==> config.mk <==
export PLATFORM = sky130hd
export DESIGN_NAME = html_entity_unescape_unit
export DESIGN_NICKNAME = d
export VERILOG_FILES = /design/src/rtl/core/heu_pkg.sv /design/src/rtl/core/html_entity_unescape_unit.sv
export VERILOG_INCLUDE_DIRS = /design/src /design/src/rtl/core
export SDC_FILE = /design/constraint.sdc
export NUM_CORES = 1
export LEC_CHECK = 0
export BUFFER_PORTS_ARGS = -buffer_cell sky130_fd_sc_hd__buf_4
export CAP_MARGIN = 20
export CORE_MARGIN = 1.5
export CORE_UTILIZATION = 25
export DETAILED_ROUTE_END_ITERATION = 10
export PLACE_DENSITY = 0.45
export SYNTH_ARGS = -nofsm -noshare
export SYNTH_HDL_FRONTEND = slang
export SYNTH_SLANG_ARGS = --single-unit
==> constraint.sdc <==
create_clock -name clk_i -period 4.7 [get_ports clk_i]
set_input_delay 0 -clock clk_i [delete_from_list [all_inputs] [get_ports clk_i]]
set_output_delay 0 -clock clk_i [all_outputs]
set_load 0.03 [all_outputs]
==> src/rtl/core/html_entity_unescape_unit_defines.svh <==
// assertion helpers used by html_entity_unescape_unit
`ifndef HTML_ENTITY_UNESCAPE_UNIT_DEFINES_SVH
`define HTML_ENTITY_UNESCAPE_UNIT_DEFINES_SVH

// property that holds at every clock edge out of reset
`define HEU_ASSERT(lbl, expr, msg) \
  lbl: assert property (@(posedge clk_i) disable iff (!rst_ni) (expr)) else $error(msg);

// antecedent in one cycle implies consequent in the next
`define HEU_ASSERT_NEXT(lbl, ante, cons, msg) \
  lbl: assert property (@(posedge clk_i) disable iff (!rst_ni) (ante) |=> (cons)) \
    else $error(msg);

`endif

==> src/rtl/core/heu_pkg.sv <==
package heu_pkg;

  localparam int unsigned NumEnt     = 6;
  localparam int unsigned TailLen    = 5;
  localparam int unsigned MaxHeld    = 4;
  localparam int unsigned MaxResults = 6;

  typedef logic [7:0] byte_t;

  localparam byte_t Amp = 8'h26;  // '&'

  // entity tails after the ampersand, zero padded
  localparam byte_t EntTail [NumEnt][TailLen] = '{
    '{8'h6c, 8'h74, 8'h3b, 8'h00, 8'h00},  // lt;
    '{8'h67, 8'h74, 8'h3b, 8'h00, 8'h00},  // gt;
    '{8'h61, 8'h6d, 8'h70, 8'h3b, 8'h00},  // amp;
    '{8'h23, 8'h33, 8'h39, 8'h3b, 8'h00},  // #39;
    '{8'h23, 8'h34, 8'h37, 8'h3b, 8'h00},  // #47;
    '{8'h71, 8'h75, 8'h6f, 8'h74, 8'h3b}   // quot;
  };

  localparam logic [2:0] EntLen [NumEnt] = '{3'd3, 3'd3, 3'd4, 3'd4, 3'd4, 3'd5};

  localparam byte_t EntVal [NumEnt] = '{8'h3c, 8'h3e, 8'h26, 8'h27, 8'h2f, 8'h22};

endpackage

==> src/rtl/core/html_entity_unescape_unit.sv <==
// HTML entity decoder for a byte stream. Decodes &lt; &gt; &amp; &#39; &#47; and
// &quot; (case sensitive); every other byte passes through. Bytes after an
// ampersand are held while they still match an entity prefix and are flushed
// literally on a mismatch or at end of string, so one input transaction gives zero
// to six output transactions. The input byte is decoded combinationally into a
// six-entry result buffer; a new byte is accepted every cycle while each byte yields
// at most one result and out_ready_i is high; a flush of n results holds the input while
// the buffer drains one byte per ready cycle. Results appear the cycle after acceptance.
module html_entity_unescape_unit
  import heu_pkg::*;
(
  input  logic       clk_i,
  input  logic       rst_ni,
  input  logic       in_valid_i,
  output logic       in_ready_o,
  input  logic [7:0] data_byte_i,
  input  logic       end_of_string_i,
  output logic       out_valid_o,
  input  logic       out_ready_i,
  output logic [7:0] out_byte_o,
  output logic       last_o
);

  logic [2:0] hc_q, hc_d;
  byte_t      held_q [MaxHeld];
  byte_t      buf_q  [MaxResults];
  byte_t      seq    [MaxResults];
  logic [2:0] cnt_q, cnt_d;
  logic [2:0] idx_q;
  logic       eos_q;
  logic [2:0] k;
  logic       full, pre, hold_wr;
  byte_t      full_val;
  logic       in_fire, out_fire;

  assign in_fire  = in_valid_i && in_ready_o;
  assign out_fire = out_valid_o && out_ready_i;

  assign out_valid_o = (idx_q != cnt_q);
  assign in_ready_o  = !out_valid_o || (((idx_q + 3'd1) == cnt_q) && out_ready_i);
  assign out_byte_o  = buf_q[idx_q];
  assign last_o      = eos_q && ((idx_q + 3'd1) == cnt_q);

  assign k = hc_q - 3'd1;

  // match the held bytes plus the current byte against each entity tail
  always_comb begin
    logic  ok;
    byte_t tk;
    full     = 1'b0;
    pre      = 1'b0;
    full_val = Amp;
    for (int e = 0; e < NumEnt; e++) begin
      ok = (EntLen[e] >= (k + 3'd1));
      for (int i = 0; i < MaxHeld; i++) begin
        if ((3'(i) < k) && (EntTail[e][i] != held_q[i])) ok = 1'b0;
      end
      tk = 8'h00;
      for (int i = 0; i < TailLen; i++) begin
        if (k == 3'(i)) tk = EntTail[e][i];
      end
      if (ok && (tk == data_byte_i)) begin
        if (EntLen[e] == (k + 3'd1)) begin
          full     = 1'b1;
          full_val = EntVal[e];
        end else begin
          pre = 1'b1;
        end
      end
    end
  end

  // result sequence: ampersand, held bytes, current byte at position hc_q
  always_comb begin
    seq[0] = Amp;
    for (int i = 1; i <= MaxHeld; i++) seq[i] = held_q[i-1];
    seq[MaxResults-1] = data_byte_i;
    for (int i = 0; i < MaxResults; i++) begin
      if (hc_q == 3'(i)) seq[i] = data_byte_i;
    end
    hold_wr = 1'b0;
    hc_d    = 3'd0;
    cnt_d   = hc_q + 3'd1;
    priority if (hc_q == 3'd0) begin
      if ((data_byte_i == Amp) && !end_of_string_i) begin
        hc_d  = 3'd1;
        cnt_d = 3'd0;
      end
    end else if (full) begin
      seq[0] = full_val;
      cnt_d  = 3'd1;
    end else if (pre && !k[2]) begin
      if (!end_of_string_i) begin
        hold_wr = 1'b1;
        hc_d    = hc_q + 3'd1;
        cnt_d   = 3'd0;
      end
    end else begin
      // mismatch: flush, then a fresh ampersand starts a new hold
      if ((data_byte_i == Amp) && !end_of_string_i) begin
        hc_d  = 3'd1;
        cnt_d = hc_q;
      end
    end
  end

  always_ff @(posedge clk_i or negedge rst_ni) begin
    if (!rst_ni) begin
      hc_q  <= 3'd0;
      cnt_q <= 3'd0;
      idx_q <= 3'd0;
    end else if (in_fire) begin
      hc_q  <= hc_d;
      cnt_q <= cnt_d;
      idx_q <= 3'd0;
    end else if (out_fire) begin
      idx_q <= idx_q + 3'd1;
    end
  end

  always_ff @(posedge clk_i) begin
    if (in_fire) begin
      eos_q <= end_of_string_i;
      for (int i = 0; i < MaxResults; i++) buf_q[i] <= seq[i];
      if (hold_wr) held_q[k[1:0]] <= data_byte_i;
    end
  end

`include "html_entity_unescape_unit_defines.svh"

  `HEU_ASSERT(a_idx_bound, idx_q <= cnt_q, "read pointer past result count")
  `HEU_ASSERT(a_hold_bound, hc_q <= 3'(MaxHeld + 1), "hold count out of range")
  `HEU_ASSERT(a_cnt_bound, cnt_q <= 3'(MaxResults), "result count out of range")
  `HEU_ASSERT_NEXT(a_plain_out, in_fire && (hc_q == 3'd0) && (data_byte_i != Amp), out_valid_o && (cnt_q == 3'd1), "plain byte gave no single result")
  `HEU_ASSERT_NEXT(a_eos_flush, in_fire && end_of_string_i, hc_q == 3'd0, "bytes still held after end of string")

endmodule

---- Yosys cells after proc, flatten, opt, wreduce, memory -nomap -nowiden ----
Memories as Yosys holds them, arrays and structs flattened.
Index checks and enable logic that the tools add are counted.
word-level totals
  bits in registers ....................... 10
  bits in writable memories ............... 80
  input port bits ......................... 13
  output and inout port bits .............. 11
  logic and storage cells ................. 209
  memories ................................ 2
memory list
  memory  depth  width  read ports  clocked after memory_dff  wr ports  line                             source
  buf_q   6      8      1           0                         6         html_entity_unescape_unit.sv:26  byte_t buf_q [MaxResults];
  held_q  4      8      4           0                         1         html_entity_unescape_unit.sv:25  byte_t held_q [MaxHeld];
cells by class
  add/subtract/negate cells ............... 4
  $lt $le $gt $ge ......................... 7
  eq/ne operators ......................... 37
  mux-type cells .......................... 117
  reduce and logical (&&, ||, !) cells .... 38
operators by type and width
  operator                                                                            number
  8-bit two-way mux                                                                   41
  7-bit by 8-bit != test with 1-bit output, first input constant                      10
  1-bit two-way mux                                                                   57
  6-bit by 8-bit != test with 1-bit output, first input constant                      7
  8-bit equality test                                                                 6
  3-bit two-way mux                                                                   12
  1-bit logical AND                                                                   30
  7-bit two-way mux                                                                   4
  3-bit by 2-bit equality test with 1-bit output, second input constant               4
  5-bit two-way mux                                                                   2
  3-bit by 1-bit adder with 3-bit output, second input constant                       3
  8-bit by 6-bit equality test with 1-bit output, second input constant               1
  8-bit nonzero test                                                                  1
  3-bit by 1-bit equality test with 1-bit output, second input constant               2
  3-bit equality test, first input constant                                           2
  3-bit equality test, second input constant                                          2
  3-bit greater-or-equal comparator, first input constant                             2
  3-bit logical NOT                                                                   2
  1-bit by 3-bit less-than comparator with 1-bit output, first input constant         2
  2-bit by 3-bit less-than comparator with 1-bit output, first input constant         2
  6-bit two-way mux                                                                   1
  2-bit by 3-bit equality test with 1-bit output, first input constant                1
  3-bit equality test                                                                 1
  2-bit by 3-bit greater-or-equal comparator with 1-bit output, first input constant  1
  5 further kinds                                                                     7

---- Logic depth before layout (Yosys ltp) ----
  depth in word-level cells ............... 27
  depth in mapped cells ................... 14
  mapped depth without buffers ............ 10

---- Least setup slack after synthesis ----
OpenSTA, ideal clock, no wires.
  path type ............................... reg-to-reg
  start ................................... register hc_q[0]
  end ..................................... memory held_q[0][0] (netlist bit) (enable)
  library setup time ...................... 0.383 ns
  arrival ................................. 3.149 ns
  path slack .............................. 1.167 ns
  stages on the path, launching flop included .. 13
  buffers on the path ..................... 2
  period minus slack after synthesis ...... 3.533 ns
  cell sequence ........................... dfrtp_1 > buf_6 > inv_2 > ha_1 > buf_2 > or2_1 > a2111oi_4 > a21oi_2 > nor4_2 > nand3_1 > a21boi_0 > o211ai_1 > nor3_1
between the ends
  cells in the longest elaborated chain, start to end .. 27
  elaborated cells on any way between the ends .. 132
  classes of those cells .................. 2 x add/sub; 7 x order compare; 13 x eq/ne; 82 x mux; 28 x reduce/logical
RTL lines
  element                                                                                               line                              source
  from (decl)                                                                                           html_entity_unescape_unit.sv:24   logic [2:0] hc_q, hc_d;
  from (signal assigned)                                                                                html_entity_unescape_unit.sv:109  hc_q <= 3'd0;
  from (signal assigned)                                                                                html_entity_unescape_unit.sv:113  hc_q <= hc_d;
  parallel branches: the longest is 27 deep, another holds 3-bit by 1-bit subtractor with 3-bit output  -
  to (decl)                                                                                             html_entity_unescape_unit.sv:25
Several ways; the timed one is not identified.

---- Worst setup path after layout ----
  start ................................... register hc_q[1]
  end ..................................... memory held_q[3][2] (netlist bit) (enable)
The elaborated chain is that of the path after synthesis.

==> run_results.csv <==
group,metric,value,unit
power_and_ir_drop,cellPowerDensity,457.3,nW/µm²
clock_tree,cts_buffers,9,
placement,place.detailed.hpwl,12630,µm
logic_synthesis,synth-seq-cells,90,
setup_path,cp.required,4.76,ns
setup_path,startpoint_type,"flop",
clock_tree,clock_latency,0.35,ns
grt,grt_pass1_wl,26920,µm
logic_synthesis,postSynthAreaPerCell,11.18,µm²
grt,grt_overflow,0,
timing,finClkSkew,0.007669,ns
timing,tightest_slew,1.028,ns
clock_tree,htree_levels,3,
timing,min_period_over_period,0.9025,
status,status,"finished clean",
clock_tree,path_clk_slew,0.06,ns
grt,grt_pass1_vias,4152,
logic_synthesis,synth_top_cells_by_area,"edfxtp_1, mux2_2, dfrtp_1, mux4_2, mux2i_1",
flow_run,maxCapViolCount,0,
logic_synthesis,synth_top_area_frac,0.4274,
grt,grt_max_degree,54,
layout,nFillCells,2274,
logic_synthesis,synth_ff_type,"edfxtp_1",
clock_tree,clock_sinks,90,
setup_path,crit_family,"XOR/XNOR gates",
timing,max_freq,0.2357,GHz
placement,dp_cells,792,
layout,insertedDiodeCount,0,
die,die_area,23680,µm²
hold_path,hold_class,"in -> async",
clock_tree,postCtsHoldBufs,2,
drt,post-route-drc-count,0,
drt,via_count,4279,
setup_path,critPathSlowestCell,"xnor2_4",
drt,viasPerCell,5.276,
power_and_ir_drop,p_leak,0.002166,µW
die,die_w,153.9,µm
drt,post_drt_wl_per_cell,22.10,µm
layout,areaGrowthSynthToFinish,13.92,%
die,die_h,153.9,µm
die,initial_core_util,0.2529,
layout,final_core_util,0.2881,
layout,nets,544,
clock_tree,post_cts_resized,0,
clock_tree,cts_tree,"built",
layout,stdcell_count,811,
timing,hold_violations,0,
placement,gp_congestion,0.9536,
logic_synthesis,yosysWarnings,0,
placement,port_buffers,23,
power_and_ir_drop,peakVddDrop,0.0002908,V
setup_path,arrival,4.30,ns
drt,drtIter0Drc,357,
logic_synthesis,ys_types,83,
grt,antenna_found_initial,0,
setup_path,path_common_cell,"mux2i_1",
grt,gr-usage-all-layers,0.1533,
clock_tree,cts_root_buf,"clkbuf_16",
die,num_rows,55,
timing,fin_setup_tns,0,ns
logic_synthesis,synth_fp_nets,532,
die,core,22500,µm²
timing,rsz0062_at_grt,"false",
timing,slew_headroom,0.3150,
setup_path,critPathBufInv,2,
logic_synthesis,synth_cells,509,
layout,drive_gt1_frac,0.2015,
logic_synthesis,syn_area,5690,µm²
timing,setup_violations,0,
logic_synthesis,synth_edf_count,81,
timing,final-max-slew-violation-count,0,
drt,first_pass_iters,5,
logic_synthesis,yosysSeqAreaShare,0.4670,
clock_tree,postCtsSetupBuffers,0,
setup_path,crit_path_max_incr_delay,0.84,ns
setup_path,critical_path.cell_chain,"inv_1 > ha_1 > xnor2_4 > mux2i_1 > mux2i_1 > and4bb_2 > nand3b_1 > o22ai_1 > o211ai_1 > nor3_1 > buf_4",
logic_synthesis,synth.largest_area_cell,"edfxtp_1",
setup_path,crit_path_end_kind,"flop",
setup_path,path_class,"reg -> reg",
layout,fin_area,6482,µm²
setup_path,critPathMaxFanout,33,
drt,drtAntennaViolNets,0,
placement,placed_area,6117,µm²
clock_tree,cts_buffer_depth,2,
drt,wl,17920,µm
timing,post-route-min-period,4.242,ns
logic_synthesis,async_flop_share,0.1000,
die,ios,24,
==> worst register-to-register path, stage by stage (launching register included) <==
cell and delay [ns]:
dfrtp_1 0.51, inv_1 0.16, ha_1 0.34, xnor2_4 0.84, mux2i_1 0.31, mux2i_1 0.42
and4bb_2 0.30, nand3b_1 0.08, o22ai_1 0.13, o211ai_1 0.28, nor3_1 0.35, buf_4 0.23
==> final timing paths <==
path | startpoint | to | slack [ns] | cells past startpoint
min | rst_ni | hc_q[1] | 0.01 | 2
max | hc_q[1] | held_q[3][2] | 0.46 | 11
max reg2reg | hc_q[1] | held_q[3][2] | 0.46 | 11
min reg2reg | cnt_q[2] | cnt_q[2] | 0.62 | 1
max in group asynchronous | rst_ni | cnt_q[0] | 4.54 | 2
min in group clk_i | data_byte_i[7] | buf_q[5][7] | 0.04 | 1
==> registers in the layout (all words and copies together) (netlist names) <==
name	count
buf_q	48
cnt_q	3
eos_q	1
hc_q	3
held_q	32
idx_q	3
==> routing by layer <==
metal,up-vias,GRT usage,part of all wire,routed length (µm)
li1,2002,-,-,-
met1,2157,0.2178,0.48,8656
met2,102,0.2385,0.46,8270
met3,18,0.02114,0.040,721
met4,0,0.05317,0.015,275
met5,-,0,0,0
==> layout make-up <==
type / count / area [µm²] / area share
multi-input combinational: 367 / 2788 / 0.4300
clock buffer: 10 / 229.0 / 0.03532
clock inverter: 6 / 96.34 / 0.01486
sequential: 90 / 2658 / 0.4100
inverter: 16 / 60.06 / 0.009265
tap: 285 / 356.6 / 0.05501
timing repair buffer: 37 / 295.3 / 0.04555
==> cell usage after synthesis, types with 8 or more instances <==
cell,number
ha_1,10
nand4_1,8
nand2_1,30
mux4_2,8
nor3_1,14
o21ai_0,23
nand2b_1,9
mux2i_1,16
buf_2,10
inv_1,14
nand3_1,13
nor4bb_1,10
mux2_2,28
a21oi_1,19
dfrtp_1,9
nor2_1,40
edfxtp_1,81
clkbuf_1,19
==> through the flow <==
stage | setup WS (ns) | power [µW] | hold slack [ns]
6_report | 0.4581 | 2964 | 0.01453
5_1_grt | 0.1983 | 3111 | 0.02257
4_1_cts | 0.5105 | 2985 | 0.005677
3_5_place_dp | 0.5464 | 2195 | -0.1607
3_3_place_gp | 0.6204 | 2191 | -0.1631
2_1_floorplan | 1.167 | 1856 | -0.2956
==> cells in the final DEF (no fill, tap or decap), types with 14 or more instances in the layout <==
master,instances
edfxtp_1,81
nor2_1,40
buf_4,34
nand2_1,30
mux2_2,28
o21ai_0,23
a21oi_1,19
mux2i_1,16
nor3_1,14
==> power breakdown <==
part | internal (µW) | total (µW) | switching (µW)
Sequential | 1090 | 1180 | 88.7
Combinational | 389 | 999 | 610
Clock | 473 | 787 | 314
==> kinds of logic after synthesis <==
kind of cell	share of synthesized area
flops	0.4670
simple gates	0.1911
xor+xnor	0.02441
fa+ha+maj	0.02199
mux	0.1152
compound gates	0.1372
buf+inv	0.04309
No activity file was read; power rests on OpenSTA's default activity.
